$ cat src/oaid_pkg.sv
// Shared types and codes for the ordered array insert/delete block.
package oaid_pkg;

  typedef enum logic [1:0] {
    K_INSERT  = 2'd0,
    K_DEL_KEY = 2'd1,
    K_DEL_POS = 2'd2,
    K_READ    = 2'd3
  } kind_t;

  localparam logic [1:0] ST_OK    = 2'd0;
  localparam logic [1:0] ST_FULL  = 2'd1;
  localparam logic [1:0] ST_RANGE = 2'd2;

  typedef enum logic [2:0] {
    S_IDLE,
    S_EVAL,
    S_WALK,
    S_DRAIN,
    S_FIN
  } state_t;

  typedef struct packed {
    logic load;
    logic setup;
    logic step;
    logic finish;
  } dp_cmd_t;

  typedef struct packed {
    logic err;
    logic walk_done;
  } dp_stat_t;

endpackage

$ cat src/oaid_ctrl.sv
// Controller state machine: sequences load, check, walk, drain and commit.
module oaid_ctrl (
  input  logic               clk,
  input  logic               rst_n,
  input  logic               start,
  input  oaid_pkg::dp_stat_t stat,
  output oaid_pkg::dp_cmd_t  cmd,
  output logic               busy
);

  oaid_pkg::state_t state_r;
  oaid_pkg::state_t state_nxt;

  always_ff @(posedge clk) begin
    if (!rst_n) begin
      state_r <= oaid_pkg::S_IDLE;
    end else begin
      state_r <= state_nxt;
    end
  end

  always_comb begin
    state_nxt = state_r;
    unique case (state_r)
      oaid_pkg::S_IDLE: begin
        if (start) state_nxt = oaid_pkg::S_EVAL;
      end
      oaid_pkg::S_EVAL: begin
        state_nxt = stat.err ? oaid_pkg::S_FIN : oaid_pkg::S_WALK;
      end
      oaid_pkg::S_WALK: begin
        if (stat.walk_done) state_nxt = oaid_pkg::S_DRAIN;
      end
      oaid_pkg::S_DRAIN: begin
        state_nxt = oaid_pkg::S_FIN;
      end
      oaid_pkg::S_FIN: begin
        state_nxt = oaid_pkg::S_IDLE;
      end
      default: begin
        state_nxt = oaid_pkg::S_IDLE;
      end
    endcase
  end

  always_comb begin
    cmd  = '0;
    busy = 1'b1;
    unique case (state_r)
      oaid_pkg::S_IDLE: begin
        busy     = 1'b0;
        cmd.load = start;
      end
      oaid_pkg::S_EVAL:  cmd.setup  = 1'b1;
      oaid_pkg::S_WALK:  cmd.step   = !stat.walk_done;
      oaid_pkg::S_DRAIN: cmd.step   = 1'b0;
      oaid_pkg::S_FIN:   cmd.finish = 1'b1;
      default:           cmd        = '0;
    endcase
  end

endmodule

$ cat src/oaid_dp.sv
// Datapath: entry memory, walk pointers, range checks and result registers.
module oaid_dp #(
  parameter int DEPTH = 64
) (
  input  logic                     clk,
  input  logic                     rst_n,
  input  oaid_pkg::dp_cmd_t        cmd,
  input  logic [1:0]               in_kind,
  input  logic signed [31:0]       in_value,
  input  logic [6:0]               in_position,
  output oaid_pkg::dp_stat_t       stat,
  output logic                     out_valid,
  output logic [1:0]               out_status,
  output logic [6:0]               out_entry_count,
  output logic signed [31:0]       out_read_value
);

  localparam int AW = $clog2(DEPTH);
  localparam int CW = $clog2(DEPTH + 1);
  localparam int PW = (CW > 7) ? CW : 7;

  logic signed [31:0] mem [DEPTH];

  oaid_pkg::kind_t    kind_r;
  logic signed [31:0] val_r;
  logic [6:0]         pos_r;
  logic [CW-1:0]      count_r;
  logic [CW-1:0]      count_nxt;
  logic [CW-1:0]      src_r;
  logic [CW-1:0]      left_r;
  logic [CW-1:0]      w_r;
  logic [AW-1:0]      sa_r;
  logic               pv_r;
  logic signed [31:0] rdata_r;
  logic signed [31:0] rd_r;
  logic               out_valid_r;
  logic [1:0]         out_status_r;
  logic [6:0]         out_count_r;
  logic signed [31:0] out_rd_r;

  logic [1:0]         code;
  logic [PW-1:0]      pos_x;
  logic [PW-1:0]      cnt_x;
  logic [CW-1:0]      pos_c;
  logic               we;
  logic [AW-1:0]      waddr;
  logic signed [31:0] wdata;

  assign pos_x = PW'(pos_r);
  assign cnt_x = PW'(count_r);
  assign pos_c = CW'(pos_r);

  always_comb begin
    code = oaid_pkg::ST_OK;
    unique case (kind_r) inside
      oaid_pkg::K_INSERT: begin
        if (count_r == CW'(DEPTH)) code = oaid_pkg::ST_FULL;
        else if (pos_x > cnt_x)    code = oaid_pkg::ST_RANGE;
      end
      oaid_pkg::K_DEL_KEY: code = oaid_pkg::ST_OK;
      oaid_pkg::K_DEL_POS, oaid_pkg::K_READ: begin
        if (pos_x >= cnt_x) code = oaid_pkg::ST_RANGE;
      end
    endcase
  end

  assign stat.err       = (code != oaid_pkg::ST_OK);
  assign stat.walk_done = (left_r == '0);

  always_comb begin
    count_nxt = count_r;
    if (code == oaid_pkg::ST_OK) begin
      unique case (kind_r)
        oaid_pkg::K_INSERT:  count_nxt = count_r + CW'(1);
        oaid_pkg::K_DEL_KEY: count_nxt = w_r;
        oaid_pkg::K_DEL_POS: count_nxt = count_r - CW'(1);
        oaid_pkg::K_READ:    count_nxt = count_r;
      endcase
    end
  end

  // Write port: shifted or kept words while draining the walk, new word at commit.
  always_comb begin
    we    = 1'b0;
    waddr = sa_r;
    wdata = rdata_r;
    if (cmd.finish) begin
      we    = (kind_r == oaid_pkg::K_INSERT) && (code == oaid_pkg::ST_OK);
      waddr = AW'(pos_r);
      wdata = val_r;
    end else if (pv_r) begin
      unique case (kind_r)
        oaid_pkg::K_INSERT: begin
          we    = 1'b1;
          waddr = sa_r + AW'(1);
        end
        oaid_pkg::K_DEL_KEY: begin
          we    = (rdata_r != val_r);
          waddr = w_r[AW-1:0];
        end
        oaid_pkg::K_DEL_POS: begin
          we    = 1'b1;
          waddr = sa_r - AW'(1);
        end
        oaid_pkg::K_READ: we = 1'b0;
      endcase
    end
  end

  always_ff @(posedge clk) begin
    if (we) begin
      mem[waddr] <= wdata;
    end
    rdata_r <= mem[src_r[AW-1:0]];
  end

  always_ff @(posedge clk) begin
    if (!rst_n) begin
      count_r     <= '0;
      left_r      <= '0;
      pv_r        <= 1'b0;
      out_valid_r <= 1'b0;
    end else begin
      pv_r        <= cmd.step;
      out_valid_r <= cmd.finish;
      if (cmd.setup) begin
        unique case (kind_r)
          oaid_pkg::K_INSERT: begin
            src_r  <= count_r - CW'(1);
            left_r <= count_r - pos_c;
          end
          oaid_pkg::K_DEL_KEY: begin
            src_r  <= '0;
            left_r <= count_r;
          end
          oaid_pkg::K_DEL_POS: begin
            src_r  <= pos_c + CW'(1);
            left_r <= count_r - pos_c - CW'(1);
          end
          oaid_pkg::K_READ: begin
            src_r  <= pos_c;
            left_r <= CW'(1);
          end
        endcase
      end else if (cmd.step) begin
        src_r  <= (kind_r == oaid_pkg::K_INSERT) ? src_r - CW'(1) : src_r + CW'(1);
        left_r <= left_r - CW'(1);
      end
      if (cmd.finish) begin
        count_r <= count_nxt;
      end
    end
  end

  always_ff @(posedge clk) begin
    if (cmd.load) begin
      kind_r <= oaid_pkg::kind_t'(in_kind);
      val_r  <= in_value;
      pos_r  <= in_position;
    end
    if (cmd.setup) begin
      w_r  <= '0;
      rd_r <= '0;
    end else if (pv_r) begin
      if ((kind_r == oaid_pkg::K_DEL_KEY) && (rdata_r != val_r)) w_r <= w_r + CW'(1);
      if (kind_r == oaid_pkg::K_READ) rd_r <= rdata_r;
    end
    if (cmd.step) begin
      sa_r <= src_r[AW-1:0];
    end
    if (cmd.finish) begin
      out_status_r <= code;
      out_count_r  <= 7'(count_nxt);
      out_rd_r     <= ((code == oaid_pkg::ST_OK) && (kind_r == oaid_pkg::K_READ)) ? rd_r : '0;
    end
  end

  assign out_valid       = out_valid_r;
  assign out_status      = out_status_r;
  assign out_entry_count = out_count_r;
  assign out_read_value  = out_rd_r;

endmodule

$ cat src/ordered_array_insert_delete_top.sv
// Top level of the ordered array store: controller plus datapath.
//
//   channel  direction  ports                                   handshake
//   input    in         in_kind, in_value, in_position          start & !busy
//   result   out        out_status, out_entry_count,            out_valid, one cycle
//                       out_read_value
//
// An accepted item keeps busy high through its walk of n entries, where n is:
// count - position for insert, count - position - 1 for delete at position, count for
// delete by key, one for a read. An item that fails its check skips the walk.
// The walk moves one entry per cycle; the entry memory reads one word and writes one word
// a cycle, with registered read data. The result word shows in the first cycle busy is low.
// Synchronous rst_n clears state, count, walk and out_valid; the receiver cannot stall the result word.
module ordered_array_insert_delete_top #(
  parameter int DEPTH = 64
) (
  input  logic               clk,
  input  logic               rst_n,
  input  logic               start,
  output logic               busy,
  input  logic [1:0]         in_kind,
  input  logic signed [31:0] in_value,
  input  logic [6:0]         in_position,
  output logic               out_valid,
  output logic [1:0]         out_status,
  output logic [6:0]         out_entry_count,
  output logic signed [31:0] out_read_value
);

  // Commands from the controller, status back from the datapath.
  oaid_pkg::dp_cmd_t  cmd;
  oaid_pkg::dp_stat_t stat;

  // Sequence: accept, check and set up the walk, step one entry per cycle,
  // drain the last read, then commit count and emit the result word.
  oaid_ctrl u_ctrl (
    .clk   (clk),
    .rst_n (rst_n),
    .start (start),
    .stat  (stat),
    .cmd   (cmd),
    .busy  (busy)
  );

  // Hold the entries, the count and the walk pointers; shift or compact in place.
  oaid_dp #(
    .DEPTH (DEPTH)
  ) u_dp (
    .clk             (clk),
    .rst_n           (rst_n),
    .cmd             (cmd),
    .in_kind         (in_kind),
    .in_value        (in_value),
    .in_position     (in_position),
    .stat            (stat),
    .out_valid       (out_valid),
    .out_status      (out_status),
    .out_entry_count (out_entry_count),
    .out_read_value  (out_read_value)
  );

endmodule

$ cat config.mk
export PLATFORM = sky130hd
export DESIGN_NAME = ordered_array_insert_delete_top
export DESIGN_NICKNAME = d
export VERILOG_FILES = /design/src/oaid_pkg.sv /design/src/oaid_ctrl.sv /design/src/oaid_dp.sv /design/src/ordered_array_insert_delete_top.sv
export SDC_FILE = /design/constraint.sdc
export NUM_CORES = 2
export LEC_CHECK = 0
export ABC_CLOCK_PERIOD_IN_PS = 11200
export BUFFER_PORTS_ARGS = -buffer_cell sky130_fd_sc_hd__buf_2
export CAP_MARGIN = 10
export CORE_MARGIN = 2
export CORE_UTILIZATION = 40
export CTS_CLUSTER_SIZE = 40
export DETAILED_ROUTE_END_ITERATION = 16
export MAX_ROUTING_LAYER = met4
export PLACE_DENSITY = 0.52
export SETUP_SLACK_MARGIN = 0.05
export SLEW_MARGIN = 0
export SYNTH_ARGS = -nofsm -noshare
export SYNTH_HDL_FRONTEND = slang
export SYNTH_SLANG_ARGS = --single-unit
$ cat constraint.sdc
create_clock -name clk -period 11.2 [get_ports clk]
set_input_delay 2.8 -clock clk [delete_from_list [all_inputs] [get_ports clk]]
set_output_delay 2.8 -clock clk [all_outputs]
set_load 0.005 [all_outputs]
==> results.md <==
* Synth async-reset ratio at 0%
* Place WS at 5520 ps
* Sw power at 4.06 mW
* Share of cells above drive strength 1 at 30.8%
* Minimum clock period at 5700 ps
* Internal cell power at 14.2 mW
* Cells after Synth at 3962
* Cell Pwr Density at 184 nW/µm²
* Number of optimization iterations in the first detailed-route pass at 7
* Residual DRC count at 0
* Worst Setup End Kind: register
* Post-Synth Adder-Cell Area at 0.320%
* Power share of the combinational group at 6.3%
* Number of sinks handled by clock tree synthesis at 2232
* Antenna violations before repair at 4
* Clock power share at 41.5%
* Via count of the first global-routing pass at 42348
* Worst hold path depth at 2
* Vert. Die Dim at 470 µm
* Final setup violating endpoints at 0
* Clock tree root buffer cell: clkbuf_16
* IO buf count at 86
* Post-Synthesis Net Count at 4027
* Total of cells resized after clock tree synthesis at 0
* Worst hold slack at 451 ps
* Routed vias at 41872
* Area fraction in and, or, nand and nor cells after synthesis at 2.79%
* Detail Route Antenna Nets at 0
* Combinational family with the most area after synthesis: multiplexers
* Post-DP HPWL at 122 mm
* Post-detailed-route via-to-cell ratio at 5.77
* Reg power frac at 52.2%
* Worst flop-to-flop path endpoint: u_dp.mem[10][20]
* Arrival time at the worst endpoint at 6160 ps
* Most used DFF post-synth: edfxtp_1
* Class of the worst hold path: reg -> reg
* Proportion of synthesized chip area in sequential cells at 76.3%
* Power after layout at 18.3 mW
* Ratio of final minimum period to clock period at 50.9%
* Clk pin slew, worst setup/hold paths at 60 ps
* Area growth from synthesis to layout at 14.3%
* Number of rows in the core area at 170
* Max-Cap Viols at 0
* Initial DRC count at 4754
* Ranking of synthesized cells by area: edfxtp_1, mux4_2, dfxtp_1
* Worst r2r path cells at 10
* Pin slew with the least headroom to its limit at 1050 ps
* Ys Warns at 0
* Post-synth design cell area at 86700 µm²
* Number of max-slew violations in the final report at 0
* IO Pins at 87
* Max frequency at 0.176 GHz
* Hold-critical path endpoint: u_dp.rd_r[14]
* Compound-gate portion of the synthesized area at 1.94%
* Result of the run: complete, no violations
* Critical path data required time at 11670 ps
* Post-synthesis average cell area at 21.9 µm²
* Buffer count from post-CTS setup fixing at 0
* Clock tree from TritonCTS: built
* Most common library cells after synthesis: edfxtp_1, mux4_2, nand2_1
* Floorplan die area at 221000 µm²
* Hold Crit Start: u_dp.rd_r[14]
* RSZ-0062 raised after global routing: false
* EDFF count, synth at 2142
* Crit Reg-Reg Startpoint: u_ctrl.state_r[1]
* H-tree Lvls at 4
* Worst setup startpoint: u_ctrl.state_r[1]
* Largest vdd supply drop at 0.130 mV
* Clock buffers created by TritonCTS at 226
* Relative slew margins at 30.1%
* Yosys reg bits at 2232
* Worst-case setup margin in the final layout at 5500 ps
* Hold Buf Count CTS at 0
* Final hold violation count at 0
* Die width at 470 µm
* Final Routed Wirelength at 230 mm
* Worst reg2reg setup slack at 5500 ps
* Crit path kind: reg -> reg
* Total Nets Final at 4285
* # fillers at 17758
* Worst clock skew on the final layout at 29.0 ps
* Post-synth top area share at 74.2%
* First-pass GRT wire length at 327 mm
* Sw Share at 22.2%
* Peak fanout along the critical path at 52
* Startpoint Class: register
* Total global routing overflow at 0
* Number of distinct library cells after synthesis at 76
* Portion of netlist area occupied by mux cells at 16.8%
* Static leakage at 31.0 nW
* Most repeated cell in the gate-level netlist after synthesis: edfxtp_1
* Pin count of the biggest net entering global routing at 122
* Leading area contributor after synthesis: edfxtp_1
* Total routing usage reported by global routing at 21.4%
* Max Root-Sink Buffers at 3
* GP Congestion at 0.835
* Clock network latency to the later pin of the worst-skew pair at 850 ps
* Initial core utilization at 40.3%
* Xor/xnor cell area share of the yosys netlist at 0.596%
* Avg WL per Cell at 31.8 µm
* Core Area at 215000 µm²
* Post-route setup TNS at 0 ps
## cells in the final DEF (no fill, tap or decap), types with 19 or more instances in the layout
| cell type | instances |
|---|---|
| bufinv_16 | 25 |
| a21oi_1 | 69 |
| mux4_2 | 640 |
| nor3_2 | 44 |
| inv_1 | 27 |
| edfxtp_1 | 2142 |
| nand3_1 | 30 |
| ha_1 | 19 |
| buf_2 | 86 |
| clkbuf_16 | 229 |
| dfxtp_1 | 90 |
| nor2_1 | 34 |
| clkinv_2 | 49 |
| xnor2_1 | 49 |
| clkinv_1 | 45 |
| a22oi_1 | 51 |
| and2_1 | 35 |
| clkbuf_1 | 39 |
| o21ai_0 | 20 |
| nand2_1 | 205 |
| nand2_2 | 32 |
| buf_4 | 149 |
## worst max path at each step
stage / cells after the start / endpoint / slack [ps]
6_report: 10 / u_dp.mem[10][20] / 5500
3_3_place_gp: 10 / u_dp.mem[10][10] / 5610
2_1_floorplan: 11 / u_dp.mem[35][0] / 5240
4_1_cts: 10 / u_dp.mem[10][20] / 5480
5_1_grt: 10 / u_dp.mem[10][20] / 5040
3_5_place_dp: 10 / u_dp.mem[10][10] / 5520
## worst max-delay path, cell delays in order (launching register included)
cell and delay (ps):
dfxtp_1 500, or3b_2 180, buf_4 490, clkinv_2 650, buf_4 520, a21oi_1 260
a21oi_2 60, buf_4 250, nand3b_1 800, nor3_2 890, buf_4 630
## logic make-up after synthesis
kind of cell / Yosys count
AOI/OAI and AO/OA: 245
muxes: 658
adders and majority gates: 21
DFF: 2232
and+or+nand+nor: 496
buffers and inverters: 251
xor gates and xnor gates: 59
## metrics by stage
stage	area [µm²]	cells	utilization, %
finish	99100	7251	46.1
detailed placement	91400	6817	42.5
global route	99100	7250	46.1
global placement	91400	6817	42.5
floorplan	86700	3962	-
CTS	98800	7236	46.0
## flip-flops by register name, indices dropped and copies added (netlist names), 2 cells and up
| signal | cells |
|---|---|
| u_dp.mem | 2048 |
| u_dp.sa_r | 6 |
| u_dp.w_r | 7 |
| u_dp.pos_c | 7 |
| u_dp.rdata_r | 32 |
| u_dp.out_entry_count | 7 |
| u_dp.val_r | 32 |
| u_dp.out_read_value | 32 |
| u_dp.cnt_x | 7 |
| u_dp.rd_r | 32 |
| u_ctrl.state_r | 3 |
| u_dp.left_r | 7 |
| u_dp.src_r | 6 |
| u_dp.kind_r | 2 |
| u_dp.out_status | 2 |
## power groups by stage
stage                     registers [mW]  clock network, mW  logic (mW)
final                               9.53               7.57        1.16
after global routing                9.53               8.06        1.25
after CTS                           9.55               7.73        1.13
after detailed placement            9.72                  0        1.13
after global placement              9.72                  0        1.10
after floorplan                     9.69                  0       0.670
## routing by layer
| metal | up-vias | wire, µm | part of all wire, % | GRT usage, % |
|---|---|---|---|---|
| li1 | 17210 | - | - | - |
| met1 | 23019 | 103000 | 45 | 30.8 |
| met2 | 1380 | 109000 | 47 | 32.8 |
| met3 | 263 | 13800 | 6.0 | 3.20 |
| met4 | 0 | 4320 | 1.9 | 4.46 |
| met5 | - | 0 | 0 | - |
## layout make-up
cell class,instances,area (µm²),share of cell area [%]
antenna,2,5.00,0.00505
clock buffer,279,6030,6.08
clock inverter,140,1400,1.41
inverter,28,106,0.107
multi-input combinational,1479,20000,20.2
sequential,2232,66100,66.7
tap,2838,3550,3.58
timing repair buffer,253,1910,1.93
Note: power is estimated with default switching activity, not from simulation.
